`src/rtl/phfe_pkg.sv`:
```
// Shared constants, types and helper functions of the PPP async HDLC frame encoder.
package phfe_pkg;

  localparam logic [7:0]  FLAG_BYTE = 8'h7E;
  localparam logic [7:0]  ESC_BYTE  = 8'h7D;
  localparam logic [7:0]  ESC_XOR   = 8'h20;
  localparam logic [7:0]  CTL_LIMIT = 8'h20;
  localparam logic [15:0] FCS_INIT  = 16'hFFFF;
  localparam logic [15:0] FCS_POLY  = 16'h8408;

  // Configuration register indexes
  localparam int unsigned CFG_IDX_W  = 1;
  localparam logic [CFG_IDX_W-1:0] REG_ACCM   = 1'd0;
  localparam logic [CFG_IDX_W-1:0] REG_APPEND = 1'd1;

  // Output slots of one item, in line order
  localparam int unsigned NUM_SLOTS = 8;
  localparam int unsigned SLOT_OPEN    = 0;
  localparam int unsigned SLOT_DATA_ES = 1;
  localparam int unsigned SLOT_DATA    = 2;
  localparam int unsigned SLOT_LO_ES   = 3;
  localparam int unsigned SLOT_LO      = 4;
  localparam int unsigned SLOT_HI_ES   = 5;
  localparam int unsigned SLOT_HI      = 6;
  localparam int unsigned SLOT_CLOSE   = 7;

  typedef logic [NUM_SLOTS-1:0] slot_mask_t;

  // One expanded item: which slots go out, and the bytes of the variable slots
  typedef struct packed {
    slot_mask_t mask;
    logic [7:0] data_val;
    logic [7:0] lo_val;
    logic [7:0] hi_val;
  } item_t;

  // Add one byte to a reflected FCS-16
  function automatic logic [15:0] fcs_add(input logic [15:0] fcs, input logic [7:0] b);
    logic [15:0] v;
    v = fcs ^ {8'h00, b};
    for (int i = 0; i < 8; i++) begin
      if (v[0]) begin
        v = (v >> 1) ^ FCS_POLY;
      end else begin
        v = v >> 1;
      end
    end
    return v;
  endfunction

  // Byte needs an escape prefix on the line
  function automatic logic needs_esc(input logic [7:0] b, input logic all_ctl,
                                     input logic [31:0] accm);
    logic is_ctl;
    is_ctl = (b < CTL_LIMIT);
    return (b == ESC_BYTE) || (b == FLAG_BYTE) || (is_ctl && (all_ctl || accm[b[4:0]]));
  endfunction

endpackage

```
`src/rtl/phfe_emit.sv`:
```
// Slot buffer and output register: drains one expanded item, one line byte per cycle unless stalled.
module phfe_emit import phfe_pkg::*; (
  input  logic       clk_i,
  input  logic       rst_ni,
  input  logic       load_i,
  input  item_t      item_i,
  output logic       load_rdy_o,
  output logic       m_axis_tvalid_o,
  input  logic       m_axis_tready_i,
  output logic [7:0] m_axis_tdata_o,   // out_byte
  output logic       m_axis_tlast_o,   // run_last
  output logic [0:0] m_axis_tuser_o    // [0] frame_done
);

  slot_mask_t pend_q, pend_d;
  logic [7:0] data_q, lo_q, hi_q;
  logic       out_vld_q, out_vld_d;
  logic [7:0] out_byte_q, out_byte_d;
  logic       out_last_q, out_last_d;
  logic       out_done_q, out_done_d;

  slot_mask_t pick, rest;
  logic       adv, busy;

  assign adv  = !out_vld_q || m_axis_tready_i;
  assign busy = (pend_q != '0);
  // Isolate the lowest pending slot
  assign pick = pend_q & (~pend_q + slot_mask_t'(1));
  assign rest = pend_q & ~pick;

  assign load_rdy_o = !busy || (adv && (rest == '0));

  always_comb begin
    pend_d     = pend_q;
    out_vld_d  = out_vld_q;
    out_byte_d = out_byte_q;
    out_last_d = out_last_q;
    out_done_d = out_done_q;
    if (adv) begin
      pend_d     = rest;
      out_vld_d  = busy;
      out_last_d = (rest == '0);
      out_done_d = pick[SLOT_CLOSE];
      out_byte_d = ({8{pick[SLOT_OPEN] | pick[SLOT_CLOSE]}} & FLAG_BYTE)
                 | ({8{pick[SLOT_DATA_ES] | pick[SLOT_LO_ES] | pick[SLOT_HI_ES]}} & ESC_BYTE)
                 | ({8{pick[SLOT_DATA]}} & data_q)
                 | ({8{pick[SLOT_LO]}} & lo_q)
                 | ({8{pick[SLOT_HI]}} & hi_q);
    end
    if (load_i && load_rdy_o) begin
      pend_d = item_i.mask;
    end
  end

  always_ff @(posedge clk_i or negedge rst_ni) begin
    if (!rst_ni) begin
      pend_q    <= '0;
      out_vld_q <= 1'b0;
    end else begin
      pend_q    <= pend_d;
      out_vld_q <= out_vld_d;
    end
  end

  always_ff @(posedge clk_i) begin
    out_byte_q <= out_byte_d;
    out_last_q <= out_last_d;
    out_done_q <= out_done_d;
    if (load_i && load_rdy_o) begin
      data_q <= item_i.data_val;
      lo_q   <= item_i.lo_val;
      hi_q   <= item_i.hi_val;
    end
  end

  assign m_axis_tvalid_o   = out_vld_q;
  assign m_axis_tdata_o    = out_byte_q;
  assign m_axis_tlast_o    = out_last_q;
  assign m_axis_tuser_o[0] = out_done_q;

`ifndef SYNTH
  a_load_fills: assert property (@(posedge clk_i) disable iff (!rst_ni)
    load_i && load_rdy_o |=> pend_q != '0)
    else $error("loaded item left no pending slot");

  a_stall_holds: assert property (@(posedge clk_i) disable iff (!rst_ni)
    out_vld_q && !m_axis_tready_i && busy |=> $stable(pend_q))
    else $error("pending slots moved during output stall");

  a_done_is_last: assert property (@(posedge clk_i) disable iff (!rst_ni)
    out_vld_q && out_done_q |-> out_last_q && (out_byte_q == FLAG_BYTE))
    else $error("closing flag not last byte of its run");
`endif

endmodule

```
`src/rtl/ppp_async_hdlc_frame_encoder.sv`:
```
// Top level of the PPP async HDLC frame encoder (byte stuffing plus FCS-16).
//
// Each accepted input transfer carries one raw frame byte and produces one to
// eight line bytes on the output stream, one byte per cycle unless the output
// stalls: an opening flag when the byte opens a frame, the byte itself
// (escaped as 0x7D, byte^0x20 when needed), and, when it ends the frame, the
// complemented FCS-16 low byte first (escaped the same way, omitted when
// append_fcs is 0) and a closing flag. An item occupies the slot buffer until
// its last line byte leaves it; the slot buffer drains one byte per cycle into
// the output register unless the output stalls, and the next item is taken in
// the same cycle its predecessor's last byte leaves the buffer. The FCS is
// folded in at acceptance and the bytes are expanded into the slot buffer in
// that same cycle. tlast marks the last line byte caused by an input transfer;
// tuser[0] marks the closing flag. Write configuration only while the block
// is idle.
module ppp_async_hdlc_frame_encoder import phfe_pkg::*; (
  input  logic                 clk_i,
  input  logic                 rst_ni,
  // Configuration write port
  input  logic                 cfg_we_i,
  input  logic [CFG_IDX_W-1:0] cfg_idx_i,
  input  logic [31:0]          cfg_data_i,
  // Input stream
  input  logic                 s_axis_tvalid_i,
  output logic                 s_axis_tready_o,
  input  logic [7:0]           s_axis_tdata_i,  // data_byte
  input  logic                 s_axis_tlast_i,  // last_of_frame
  input  logic [1:0]           s_axis_tuser_i,  // [0] first_of_frame, [1] escape_all_controls
  // Output stream
  output logic                 m_axis_tvalid_o,
  input  logic                 m_axis_tready_i,
  output logic [7:0]           m_axis_tdata_o,  // out_byte
  output logic                 m_axis_tlast_o,  // run_last
  output logic [0:0]           m_axis_tuser_o   // [0] frame_done
);

  logic [31:0] accm_q;
  logic        app_q;
  logic [15:0] fcs_q, fcs_d;

  logic        s_acc;
  logic        first, all_ctl, use_fcs;
  logic [15:0] fcs_base, fcs_new, fcs_tx;
  logic        esc_d, esc_lo, esc_hi;
  item_t       item;

  assign first   = s_axis_tuser_i[0];
  assign all_ctl = s_axis_tuser_i[1];
  assign s_acc   = s_axis_tvalid_i && s_axis_tready_o;

  // Configuration registers; unknown indexes are dropped
  always_ff @(posedge clk_i or negedge rst_ni) begin
    if (!rst_ni) begin
      accm_q <= 32'hFFFF_FFFF;
      app_q  <= 1'b1;
    end else if (cfg_we_i) begin
      case (cfg_idx_i)
        REG_ACCM:   accm_q <= cfg_data_i;
        REG_APPEND: app_q  <= cfg_data_i[0];
        default: ;
      endcase
    end
  end

  // Running FCS: restart on a first mark, fold in the byte, reset after closing
  assign fcs_base = first ? FCS_INIT : fcs_q;
  assign fcs_new  = fcs_add(fcs_base, s_axis_tdata_i);
  assign fcs_tx   = ~fcs_new;
  assign fcs_d    = s_axis_tlast_i ? FCS_INIT : fcs_new;

  always_ff @(posedge clk_i or negedge rst_ni) begin
    if (!rst_ni) begin
      fcs_q <= FCS_INIT;
    end else if (s_acc) begin
      fcs_q <= fcs_d;
    end
  end

  // Expand the item into line slots
  assign use_fcs = s_axis_tlast_i && app_q;
  assign esc_d   = needs_esc(s_axis_tdata_i, all_ctl, accm_q);
  assign esc_lo  = needs_esc(fcs_tx[7:0], all_ctl, accm_q);
  assign esc_hi  = needs_esc(fcs_tx[15:8], all_ctl, accm_q);

  always_comb begin
    item.mask               = '0;
    item.mask[SLOT_OPEN]    = first;
    item.mask[SLOT_DATA_ES] = esc_d;
    item.mask[SLOT_DATA]    = 1'b1;
    item.mask[SLOT_LO_ES]   = use_fcs && esc_lo;
    item.mask[SLOT_LO]      = use_fcs;
    item.mask[SLOT_HI_ES]   = use_fcs && esc_hi;
    item.mask[SLOT_HI]      = use_fcs;
    item.mask[SLOT_CLOSE]   = s_axis_tlast_i;
    item.data_val = esc_d  ? (s_axis_tdata_i ^ ESC_XOR) : s_axis_tdata_i;
    item.lo_val   = esc_lo ? (fcs_tx[7:0] ^ ESC_XOR)    : fcs_tx[7:0];
    item.hi_val   = esc_hi ? (fcs_tx[15:8] ^ ESC_XOR)   : fcs_tx[15:8];
  end

  phfe_emit u_emit (
    .clk_i           (clk_i),
    .rst_ni          (rst_ni),
    .load_i          (s_axis_tvalid_i),
    .item_i          (item),
    .load_rdy_o      (s_axis_tready_o),
    .m_axis_tvalid_o (m_axis_tvalid_o),
    .m_axis_tready_i (m_axis_tready_i),
    .m_axis_tdata_o  (m_axis_tdata_o),
    .m_axis_tlast_o  (m_axis_tlast_o),
    .m_axis_tuser_o  (m_axis_tuser_o)
  );

`ifndef SYNTH
  a_fcs_reset_on_close: assert property (@(posedge clk_i) disable iff (!rst_ni)
    s_acc && s_axis_tlast_i |=> fcs_q == FCS_INIT)
    else $error("FCS not restarted after closing flag");

  a_fcs_restart_on_open: assert property (@(posedge clk_i) disable iff (!rst_ni)
    s_acc && first && !s_axis_tlast_i |=>
      fcs_q == fcs_add(FCS_INIT, $past(s_axis_tdata_i)))
    else $error("FCS not restarted on opening byte");

  a_fcs_hold_idle: assert property (@(posedge clk_i) disable iff (!rst_ni)
    !s_acc |=> $stable(fcs_q))
    else $error("FCS changed without an input transfer");
`endif

endmodule
```
`config.mk`:
```
export PLATFORM = sky130hd
export DESIGN_NAME = ppp_async_hdlc_frame_encoder
export DESIGN_NICKNAME = d
export VERILOG_FILES = /design/src/rtl/phfe_pkg.sv /design/src/rtl/phfe_emit.sv /design/src/rtl/ppp_async_hdlc_frame_encoder.sv
export SDC_FILE = /design/constraint.sdc
export NUM_CORES = 1
export LEC_CHECK = 0
export BUFFER_PORTS_ARGS = -buffer_cell sky130_fd_sc_hd__buf_2
export CAP_MARGIN = 10
export CORE_MARGIN = 2
export CORE_UTILIZATION = 43
export DETAILED_ROUTE_END_ITERATION = 12
export PLACE_DENSITY = 0.64
export SYNTH_ARGS = -nofsm -noshare
export SYNTH_HDL_FRONTEND = slang
export SYNTH_SLANG_ARGS = --single-unit
```
`constraint.sdc`:
```
create_clock -name clk_i -period 3.1 [get_ports clk_i]
set_input_delay 0.465 -clock clk_i [delete_from_list [all_inputs] [get_ports clk_i]]
set_output_delay 0.465 -clock clk_i [all_outputs]
set_load 0.1 [all_outputs]
```
==> results.cfg, run 1 <==
[run_status]
status = completed

[worst_setup_path]
cp.arrival_ps = 2490
timing.rr.end = u_emit.hi_q[5]
start_kind = flip-flop
cp_num_buf_inv = 1
rr_startpoint = fcs_q[0]
ff2ff_setup_slack_ps = 210
cpPeakStageDelay_ps = 590
cp.depth = 6
cp_top_family = simple AND/OR/NAND/NOR gates
crit_fanout = 9
critPathRequiredTime_ps = 2630
slowest_stage = or4_4
path_cells = or4_4, maj3_2, nor3_2, o21a_1, a22o_1, buf_4
worstSetupPathType = flip-flop to primary output
crit_path_end_kind = primary output
crit_start = u_emit.pend_q[1]
rr_worst_depth = 7

[detailed_routing]
ant_nets = 0
drtIter0Drc = 295
firstDrtPassIters = 5
top_layer_used = met4
wl_met2_um = 5895
viasPerCell = 5.690
drc = 0
wirelength_met1_um = 5232
vias = 3630
routedWlPerCell_um = 19.03
met3_length_um = 665
wl_um = 12140

[logic_synthesis]
synth-edff-count = 34
synth-seq-cells = 92
ys_types = 63
synthAdderAreaFrac = 0.004053
ys.flop_type = dfstp_2
synth_nets = 467
synth-xor-area-share = 0.08774
synthMuxAreaShare = 0.2034
synth_compound_area_frac = 0.08798
yosys.area_share.simple = 0.09800
synth_cells = 418
synth_top_family_by_area = multiplexers
yosysWarnings = 0
synth-async-reset-ratio = 0.6304
synth-seq-area-share = 0.4828
netlist_area_um2 = 5248
avgSynthCellArea_um2 = 12.55

[floorplan]
row_count = 40
num_io_pins = 61
start_util = 0.4387
die_h_um = 114.5
dieArea_um2 = 13100
core_area_um2 = 11960
fp.dieW_um = 114.5

[worst_hold_path]
hold_path_class = input pin to asynchronous set/reset pin

[timing]
period_minus_slack_ps = 2955
rsz0062_at_grt = false
report.final.slew_viol_count = 0
post-route-period-util = 0.9531
max_freq_mhz = 338.5
setup_violations = 0
whs_ps = 269.0
worstMarginPinSlew_ps = 735.3
slew_headroom = 0.5053
hold_viol = 0
setup_ws_ps = 145.4
fin_tns_setup_ps = 0
fin_worst_skew_ps = 8.446

[clocking]
cts_setup_buffers = 0
cts_tree = yes
cts_buffers = 9
cts_resized = 1
clkTransAtPathRegs_ps = 70
clockRootBuffer = clkbuf_16
clockBufferDepth = 2
clock_latency_ps = 360
h-tree-depth = 3
cts.sinks = 92
hold_buffers = 0

[layout]
seqCellArea_um2 = 2534
num-fill-cells = 1052
drive_above_1_share = 0.4379
fin_nets = 535
post_layout_nonfiller_instances = 638
fin_util = 0.5100
num_antenna_cells = 0
final_area_um2 = 6101
multi_input_area_um2 = 2527
syn_to_final_growth_pct = 16.26

[placed_design]
hpwlAfterDp_um = 8761
gp_congestion = 0.8789
io_buffers = 60
place_area_um2 = 5762
dp.cells = 622
place_ws_ps = 2.855

[grt]
grt_max_degree = 59
grt_pass1_vias = 3824
grt_util_all_layers = 0.2057
antenna_found_initial = 0
grt_overflow_total = 0
grt_pass1_wl_um = 20310

[run]
cap_violations = 0

[power]
leakage_nw = 2.457
power.total_mw = 6.817
power_density_nw_per_um2 = 1117
vdd_ir_drop_max_mv = 0.4494
## where the power goes
| part | switching (mW) | leakage, nW | internal (mW) |
|---|---|---|---|
| Clock | 0.466 | 0.158 | 0.751 |
| Combinational | 2.14 | 1.35 | 1.29 |
| Sequential | 0.263 | 0.954 | 1.91 |
## worst max-delay path by stage
stage / endpoint
finish: s_axis_tready_o
global route: s_axis_tready_o
CTS: s_axis_tready_o
detailed placement: u_emit.hi_q[5]
global placement: u_emit.hi_q[5]
floorplan: s_axis_tready_o
## state kept, by name (all words and copies together), names as in the netlist, 8 cells and up
signal	cells
u_emit.hi_q	8
fcs_q	16
u_emit.pend_q	8
u_emit.m_axis_tdata_o	8
u_emit.lo_q	8
accm_q	32
u_emit.data_q	8
## synth_stat cells, drive strengths merged (6+ instances only)
cell type	instances	share of area
xor2	9	0.020
edfxtp	34	0.19
nor2	39	0.029
inv	14	0.010
dfrtp	9	0.043
nand3	8	0.010
mux4	16	0.069
and2	6	0.0072
clkbuf	6	0.0043
mux2	37	0.079
buf	16	0.020
o21ai	12	0.011
a222oi	8	0.015
mux2i	29	0.055
nand2	21	0.015
xnor2	26	0.050
dfstp	49	0.25
a31oi	19	0.023
nor2b	6	0.0072
## cells by family (layout without fill, tap and decap cells)
| group | count (synthesis) | in the layout |
|---|---|---|
| compound gates | 63 | 63 |
| mux | 82 | 82 |
| buf+inv | 37 | 110 |
| flops | 92 | 92 |
| simple gates | 103 | 103 |
| fa+ha+maj | 2 | 2 |
| xor+xnor | 39 | 39 |
## layer usage
metal	track usage	up-vias
met5	0	-
met4	0.08699	0
met2	0.3306	113
met1	0.2637	1800
met3	0.05453	23
li1	-	1694
## layout make-up
cell class / instances / area share
clock buffer: 11 / 0.04143
tap: 147 / 0.03015
timing repair buffer: 79 / 0.07506
sequential: 92 / 0.4153
inverter: 15 / 0.01005
clock inverter: 5 / 0.01374
multi-input combinational: 289 / 0.4143
## worst register-to-register path: stages (launching register included)
cell,delay [ps]
dfstp_2,560
nor2_1,60
xnor2_1,350
xnor3_2,640
inv_1,200
mux2_2,380
a211oi_1,330
o21ai_1,120
## cell usage in the layout, fill, tap and decap left out, types with 3 or more instances in the layout
| master | instances |
|---|---|
| buf_2 | 59 |
| or3_1 | 4 |
| mux2i_1 | 29 |
| nor2_2 | 3 |
| edfxtp_1 | 34 |
| nand3_1 | 7 |
| clkbuf_16 | 9 |
| buf_4 | 19 |
| nand2b_1 | 3 |
| a222oi_1 | 8 |
| mux4_2 | 16 |
| nor2_1 | 36 |
| and2_1 | 6 |
| dfrtp_1 | 9 |
| mux2_2 | 37 |
| xor2_1 | 7 |
| o31ai_1 | 3 |
| nor2b_1 | 5 |
| inv_1 | 14 |
| o21ai_0 | 11 |
| dfstp_2 | 49 |
| nor3_1 | 3 |
| nand2_1 | 21 |
| a31oi_1 | 19 |
| nor3b_1 | 3 |
| xnor2_1 | 23 |
| nor4_1 | 4 |
Power figures use the tool's default switching activity.
==> run 2, diff against run 1 <==
--- a/config.mk
+++ b/config.mk
@@ -7,10 +7,12 @@
 export LEC_CHECK = 0
 export BUFFER_PORTS_ARGS = -buffer_cell sky130_fd_sc_hd__buf_2
 export CAP_MARGIN = 10
+export CELL_PAD_IN_SITES_DETAIL_PLACEMENT = 1
+export CELL_PAD_IN_SITES_GLOBAL_PLACEMENT = 1
 export CORE_MARGIN = 2
 export CORE_UTILIZATION = 43
 export DETAILED_ROUTE_END_ITERATION = 12
-export PLACE_DENSITY = 0.64
+export PLACE_DENSITY = 0.75
 export SYNTH_ARGS = -nofsm -noshare
 export SYNTH_HDL_FRONTEND = slang
 export SYNTH_SLANG_ARGS = --single-unit
==> run 2 against run 1 <==
Core utilization is 0.35 points higher. Worst setup slack got worse by 26 ps. Clock power barely moved. Routed wire length grew 8.1%. Largest power group unchanged.
==> results.cfg, run 2 (synthesized netlist as in run 1, its figures left out) <==
[floorplan]
start_util = 0.4387
core_area_um2 = 11960
die_h_um = 114.5
num_io_pins = 61
row_count = 40
dieArea_um2 = 13100
fp.dieW_um = 114.5

[layout]
regMostFlops = accm_q
layout_common_cells = buf_2 (59), dfstp_2 (49), mux2_2 (37)
num-fill-cells = 1257
drive_above_1_share = 0.4413
final_area_um2 = 6142
post_layout_nonfiller_instances = 641
fin_nets = 538
multi_input_area_um2 = 2535
largest_register_ffs = 32
syn_to_final_growth_pct = 17.05
seqCellArea_um2 = 2534
num_antenna_cells = 0
largestRegisters = accm_q x32, fcs_q x16
layout_commonest_cell = buf_2

[clocking]
hold_buffers = 0
clkTransAtPathRegs_ps = 70
clockRootBuffer = clkbuf_16
clockBufferDepth = 2
clock_latency_ps = 350
h-tree-depth = 3
cts_buffers = 9
cts_tree = yes
cts.sinks = 92

[worst_setup_path]
crit_path_end_kind = primary output
slowest_stage = or4_4
worstSetupPathType = flip-flop to primary output
cp.arrival_ps = 2520
crit_fanout = 9
cp_num_buf_inv = 1
start_kind = flip-flop
rr_startpoint = fcs_q[0]
critPathRequiredTime_ps = 2630
crit_start = u_emit.pend_q[1]
cpPeakStageDelay_ps = 590
cp_top_family = simple AND/OR/NAND/NOR gates
path_cells = or4_4, maj3_2, nor3_2, o21a_1, a22o_1, buf_4

[detailed_routing]
viasPerCell = 5.772
vias = 3700
firstDrtPassIters = 8
drc = 0
top_layer_used = met4
met3_length_um = 631
wl_met2_um = 6374
drtIter0Drc = 224
wirelength_met1_um = 5567
wl_um = 13120
routedWlPerCell_um = 20.47
ant_nets = 0

[power]
leakage_nw = 2.485
power_density_nw_per_um2 = 1119
vdd_ir_drop_max_mv = 0.3770

[timing]
hold_viol = 0
rsz0062_at_grt = false
period_minus_slack_ps = 2980
fin_tns_setup_ps = 0
report.final.slew_viol_count = 0
post-route-period-util = 0.9613
fin_worst_skew_ps = 8.868
worstMarginPinSlew_ps = 881.6
slew_headroom = 0.4123
setup_violations = 0
max_freq_mhz = 335.6

[placed_design]
dp.cells = 625
place_area_um2 = 5809
io_buffers = 60
gp_congestion = 0.9062
hpwlAfterDp_um = 9949

[grt]
grt_pass1_vias = 3914
grt_util_all_layers = 0.2149
grt_max_degree = 46
grt_pass1_wl_um = 20970
antenna_found_initial = 0
grt_overflow_total = 0

[run_status]
status = completed

[worst_hold_path]
hold_path_class = input pin to asynchronous set/reset pin

[run]
cap_violations = 0
run 2: cell count changes in the layout (fill, tap and decap cells not counted), sizes merged:
cell      before  now
clkinv         2    3
clkbuf        11    9
clkinvlp       2    1
inv           14   16
buf           79   82
run 2: metrics by stage:
stage               hold WS [ps]  setup slack, ps  power, mW    util
floorplan                  169.4            135.1      4.799       -
global placement           495.9            211.2      5.581  0.4857
detailed placement         501.1            129.4      5.696  0.4857
CTS                        276.9            113.2      6.919  0.5129
global route               306.7            14.47      7.259  0.5135
finish                     247.1            119.8      6.873  0.5135
run 2: where the power goes:
part / internal (mW) / switching, mW / total, mW
registers: 1.91 / 0.269 / 2.18
clock network: 0.712 / 0.492 / 1.20
logic: 1.32 / 2.17 / 3.49
total: 3.94 / 2.93 / 6.87
run 2: final timing paths:
check                                         to  slack [ps]  cells past startpoint
worst max-delay path             s_axis_tready_o         120                      6
worst min-delay path            u_emit.pend_q[5]         250                      1
worst max register to register    u_emit.lo_q[5]         280                      7
worst min register to register         fcs_q[14]         510                      2
max in group asynchronous               fcs_q[9]        2010                      2
min in group clk_i                    accm_q[17]         340                      2
run 2: routing by layer:
metal / GRT usage / up-vias
li1: - / 1704
met1: 0.2741 / 1860
met3: 0.03282 / 30
met4: 0.1163 / 0
met5: 0 / -
met2: 0.3527 / 106
run 2: final cells by class:
cell class / instances / share of cell area
Inverter: 15 / 0.009982
Tap cell: 147 / 0.02994
Sequential cell: 92 / 0.4125
Clock buffer: 9 / 0.03667
Clock inverter: 7 / 0.01589
Timing Repair Buffer: 82 / 0.08230
Multi-Input combinational cell: 289 / 0.4127
run 2: worst reg2reg max path, delay by kind of cell, from the launching register on:
family,cells,cell delay (ps)
mux,1,580
compound gates,3,570
simple gates,1,190
xor+xnor,2,670
flops,1,560
run 2: what timing repair did:
action                                  in CTS  in global routing
endpoints found under the setup margin       1                  1
gates resized for setup                      1                  1
pin swaps                                    0                  0
buffers inserted                             0                  0
